`config.mk`:
```
export PLATFORM = sky130hd
export DESIGN_NAME = fsd_ctrl
export DESIGN_NICKNAME = d
export VERILOG_FILES = /design/src/rtl/fsd_pkg.sv /design/src/rtl/fsd_ctrl.sv
export SDC_FILE = /design/constraint.sdc
export NUM_CORES = 1
export LEC_CHECK = 0
export ABC_CLOCK_PERIOD_IN_PS = 1700
export BUFFER_PORTS_ARGS = -buffer_cell sky130_fd_sc_hd__buf_2
export CELL_PAD_IN_SITES_DETAIL_PLACEMENT = 0
export CELL_PAD_IN_SITES_GLOBAL_PLACEMENT = 1
export CORE_AREA = 2 2 39 41
export CTS_CLUSTER_SIZE = 28
export DETAILED_ROUTE_END_ITERATION = 10
export DIE_AREA = 0 0 41 43
export PLACE_DENSITY = 0.57
export SLEW_MARGIN = 25
export SYNTH_ARGS = -nofsm -noshare
export SYNTH_HDL_FRONTEND = slang
export SYNTH_SLANG_ARGS = --single-unit
export TNS_END_PERCENT = 20
```
`constraint.sdc`:
```
create_clock -name clk -period 1.7 [get_ports clk]
set_input_delay 0 -clock clk [delete_from_list [all_inputs] [get_ports clk]]
set_output_delay 0 -clock clk [all_outputs]
set_load 0.01 [all_outputs]
```
`src/rtl/fsd_pkg.sv`:
```
// ----------------------------------------------------------------------------
// fsd_pkg - shared types and constants of the palette dither
// widths, register indexes, controller command and status bundles
// ----------------------------------------------------------------------------
package fsd_pkg;

	localparam int MaxWidth     = 1024;
	localparam int PaletteDepth = 64;
	localparam int RowLimit     = 4096;
	localparam int ColW         = $clog2(MaxWidth);
	localparam int PalW         = $clog2(PaletteDepth);
	localparam int RowW         = $clog2(RowLimit);
	localparam int CfgW         = 13;

	localparam logic [1:0] RegWidth   = 2'd0;
	localparam logic [1:0] RegHeight  = 2'd1;
	localparam logic [1:0] RegPalSize = 2'd2;

	localparam logic OpPalette = 1'b0;
	localparam logic OpPixel   = 1'b1;

	typedef logic signed [9:0] err_t;   // a signed error term, within -255..255 scaled
	typedef struct packed {
		err_t t1;
		err_t t5;
		err_t t3;
	} line_ch_t;
	typedef line_ch_t [2:0] line_word_t;

	typedef struct packed {
		logic load;     // read the line memory word of the current column
		logic adjust;   // add the diffused terms
		logic search;   // compare one palette entry
		logic finish;   // form error, update line, load output
	} cmd_t;

	typedef struct packed {
		logic search_last;
		logic skip;
	} sts_t;

	function automatic logic [7:0] clamp_byte(input logic signed [10:0] v);
		if (v < 0) return 8'd0;
		if (v > 11'sd255) return 8'd255;
		return v[7:0];
	endfunction

	// signed divide by 16 toward zero
	function automatic err_t div16(input logic signed [12:0] v);
		logic signed [12:0] b;
		b = v + ((v < 0) ? 13'sd15 : 13'sd0);
		return err_t'(b >>> 4);
	endfunction

endpackage

```
`src/rtl/fsd_ctrl.sv`:
```
// ----------------------------------------------------------------------------
// fsd_ctrl - sequencing of one pixel
// idle, load, adjust, search over the palette (skipped when transparent), finish held while the output is busy
// ----------------------------------------------------------------------------
module fsd_ctrl (
	input  logic          clk,
	input  logic          arst_n,
	input  logic          in_fire,
	input  logic          is_pixel,
	input  logic          out_busy,
	input  fsd_pkg::sts_t sts,
	output fsd_pkg::cmd_t cmd,
	output logic          idle
);
	import fsd_pkg::*;

	typedef enum logic [4:0] {
		ST_IDLE   = 5'b00001,
		ST_LOAD   = 5'b00010,
		ST_ADJ    = 5'b00100,
		ST_SRCH   = 5'b01000,
		ST_FIN    = 5'b10000
	} state_t;

	state_t state_q, state_d;

	always_comb begin
		state_d = state_q;
		case (state_q)
			ST_IDLE: if (in_fire && is_pixel) state_d = ST_LOAD;
			ST_LOAD: state_d = ST_ADJ;
			ST_ADJ:  state_d = sts.skip ? ST_FIN : ST_SRCH;
			ST_SRCH: if (sts.search_last) state_d = ST_FIN;
			ST_FIN:  if (!out_busy) state_d = ST_IDLE;
			default: state_d = ST_IDLE;
		endcase
	end

	always_ff @(posedge clk or negedge arst_n) begin
		if (!arst_n) state_q <= ST_IDLE;
		else state_q <= state_d;
	end

	assign cmd.load   = (state_q == ST_LOAD);
	assign cmd.adjust = (state_q == ST_ADJ);
	assign cmd.search = (state_q == ST_SRCH);
	assign cmd.finish = (state_q == ST_FIN) && !out_busy;
	assign idle       = (state_q == ST_IDLE);

endmodule

```
==> impl_metrics.env <==
export IMPL_io_pins=12
export IMPL_die_h_um=43
export IMPL_crit_type="flip-flop to output port"
export IMPL_cts_buffers=3
export IMPL_first_pass_iters=2
export IMPL_route_vias_total=323
export IMPL_peakVddDrop_mv=0.446
export IMPL_drv_slew=0
export IMPL_status="complete, no violations"
export IMPL_layout_setup_ws_ns=0.265
export IMPL_clock_sinks=5
export IMPL_netlist_area_um2=333
export IMPL_dp_hpwl_um=630
export IMPL_crit_path_end_kind="output port"
export IMPL_p_leak_nw=0.209
export IMPL_largest_register="state_q"
export IMPL_coreArea_um2=1380
export IMPL_largest_registers="state_q: 5 flops"
export IMPL_first_global_vias=288
export IMPL_clockPowerShare_pct=27.4
export IMPL_layout_commonest_cell="buf_2"
export IMPL_skew_ns=0.00335
export IMPL_htree_num_levels=1
export IMPL_drive_gt1_share_pct=35.3
export IMPL_powerDensity_nw_per_um2=1180
export IMPL_p_int_w=0.000344
export IMPL_combPwrFrac_pct=37.0
export IMPL_regArea_um2=126
export IMPL_grt_first_pass_wirelength_mm=1.22
export IMPL_pwr_share_seq_pct=35.6
export IMPL_portBuffers=11
export IMPL_cts_tree="built"
export IMPL_syn_inst=35
export IMPL_required_ns=1.70
export IMPL_layout_common_cells="buf_2, nor2_1, dfrtp_1"
export IMPL_p_sw_share_pct=34.2
export IMPL_via_per_inst=4.82
export IMPL_critical_path_arrival_ns=1.44
export IMPL_final_nets=59
export IMPL_multiInputGateArea_um2=199
export IMPL_drt_total_wl_um=822
export IMPL_syn2layout_area_growth_pct=33.5
export IMPL_largest_register_ffs=5
export IMPL_num_rows=14
export IMPL_power_switching_w=0.000179
export IMPL_yosysUniqueCellTypes=23
export IMPL_die_w_um=41
export IMPL_tightest_slew_ns=0.276
export IMPL_wire_per_inst_um=12.3
export IMPL_clockBufferDepth=2
export IMPL_ys_warn_count=0
export IMPL_grt_max_degree=8
export IMPL_cts_root_buf="clkbuf_4"
export IMPL_fin_crit_sh_pct=84.4
export IMPL_rsz0062_at_grt="false"
export IMPL_period_needed_ns=1.44
export IMPL_remaining_drc_errors=0
export IMPL_track_usage_pct=10.7
export IMPL_clock_fmax_mhz=697
export IMPL_syn_avg_cell_area_um2=9.51
export IMPL_syn_nets=42
export IMPL_fin_util_pct=32.1
export IMPL_overflow=0
export IMPL_holdWs_ns=0.00887
export IMPL_setup_tns_final_ns=0
export IMPL_place_congestion=0.672
export IMPL_crit_fanout=7
export IMPL_clkLatencyLatePin_ns=0.24
export IMPL_p_total_w=0.000523
export IMPL_ys_seq_area_share_pct=38.0
export IMPL_clk_pin_slew_worst_paths_ns=0.05
export IMPL_hold_violations=0
export IMPL_cp_start_kind="flip-flop"
export IMPL_diodes=0
export IMPL_drtAntennaViolNets=0
export IMPL_setup_viol=0
export IMPL_hold_path_class="input port to flip-flop"
export IMPL_maxSlewHeadroom_pct=81.6
export IMPL_max_cap_viol_count=0
export IMPL_dp_slack_ns=0.477
export IMPL_yosys_register_bits=5
export IMPL_drtIter0Drc=2
export IMPL_fill_cells=158
export IMPL_antenna_found_initial=0
export IMPL_initial_utilization_pct=24.1
export IMPL_die_area_um2=1760
[worst max-delay path, stage by stage (launching register included)]
cell,delay [ns]
dfrtp_1,0.44
or2_4,0.31
nor4b_1,0.26
buf_2,0.19
[metrics by stage]
| step | cell area (um^2) | std cells |
|---|---|---|
| 2_1_floorplan | 333 | 35 |
| 3_3_place_gp | 408 | 62 |
| 3_5_place_dp | 408 | 62 |
| 4_1_cts | 444 | 67 |
| 5_1_grt | 444 | 67 |
| 6_report | 444 | 67 |
[power groups by stage]
stage	combinational (W)	sequential (W)	clock, W
global placement	0.000196	0.000188	0
floorplan	0.000149	0.000174	0
global route	0.000213	0.000189	0.000163
CTS	0.000196	0.000186	0.000150
detailed placement	0.000194	0.000186	0
finish	0.000193	0.000186	0.000143
[final cells by class]
type / count / area share, %
Inverter: 2 / 1.69
Clock buffer: 4 / 5.92
Timing Repair Buffer: 12 / 14.6
Multi-Input combinational cell: 28 / 44.8
Sequential cell: 5 / 28.5
Tap cell: 16 / 4.51
[Yosys cell counts, drive strengths merged]
master	n	share of area [%]
nor2	6	6.8
dfrtp	4	30
nor4b	3	7.9
inv	2	2.3
o22ai	2	3.8
a21oi	1	1.5
a221o	1	3.0
a31oi	1	1.9
and3	1	1.9
dfstp	1	7.9
nand2	1	1.1
nand2b	1	1.9
nand3	1	1.5
nand4bb	1	3.4
nor2b	1	2.6
nor3b	1	5.6
o21a	1	2.3
o22a	1	2.6
or2	1	2.6
or2b	1	2.3
or3	1	1.9
or3b	1	2.6
xor2	1	2.6
[worst paths after layout]
kind	to	depth (start not counted)	start	slack (ns)
min reg2reg	state_q[2]$_DFFE_PN0P_	1	state_q[4]$_DFFE_PN0P_	0.63
min	state_q[1]$_DFFE_PN0P_	2	is_pixel	0.009
max in group asynchronous	state_q[0]$_DFFE_PN1P_	2	arst_n	1.39
min in group asynchronous	state_q[2]$_DFFE_PN0P_	2	arst_n	0.10
max	cmd[3]	3	state_q[3]$_DFFE_PN0P_	0.26
max reg2reg	state_q[1]$_DFFE_PN0P_	3	state_q[0]$_DFFE_PN1P_	0.48
[logic make-up (layout without fill, tap and decap cells)]
kind of cell              Yosys count  count (layout)  synth area share, %
AOI/OAI and AO/OA                   7               7                 15.0
DFF                                 5               5                 38.0
and+or+nand+nor                    20              20                 42.1
buffers and inverters               2              18                 2.26
xor gates and xnor gates            1               1                 2.63
[layer usage]
layer / share of wire, % / track usage [%]
met1: 51 / 13.5
met2: 42 / 14.4
met3: 5.7 / 6.28
met4: 1.5 / 4.00
met5: 0 / 0
[what timing repair did]
item	CTS	global route
endpoints found under the hold margin	5	0
hold buffers	1	0
setup buffers	0	0
resized for setup	0	0
Power figures use the tool's default switching activity.
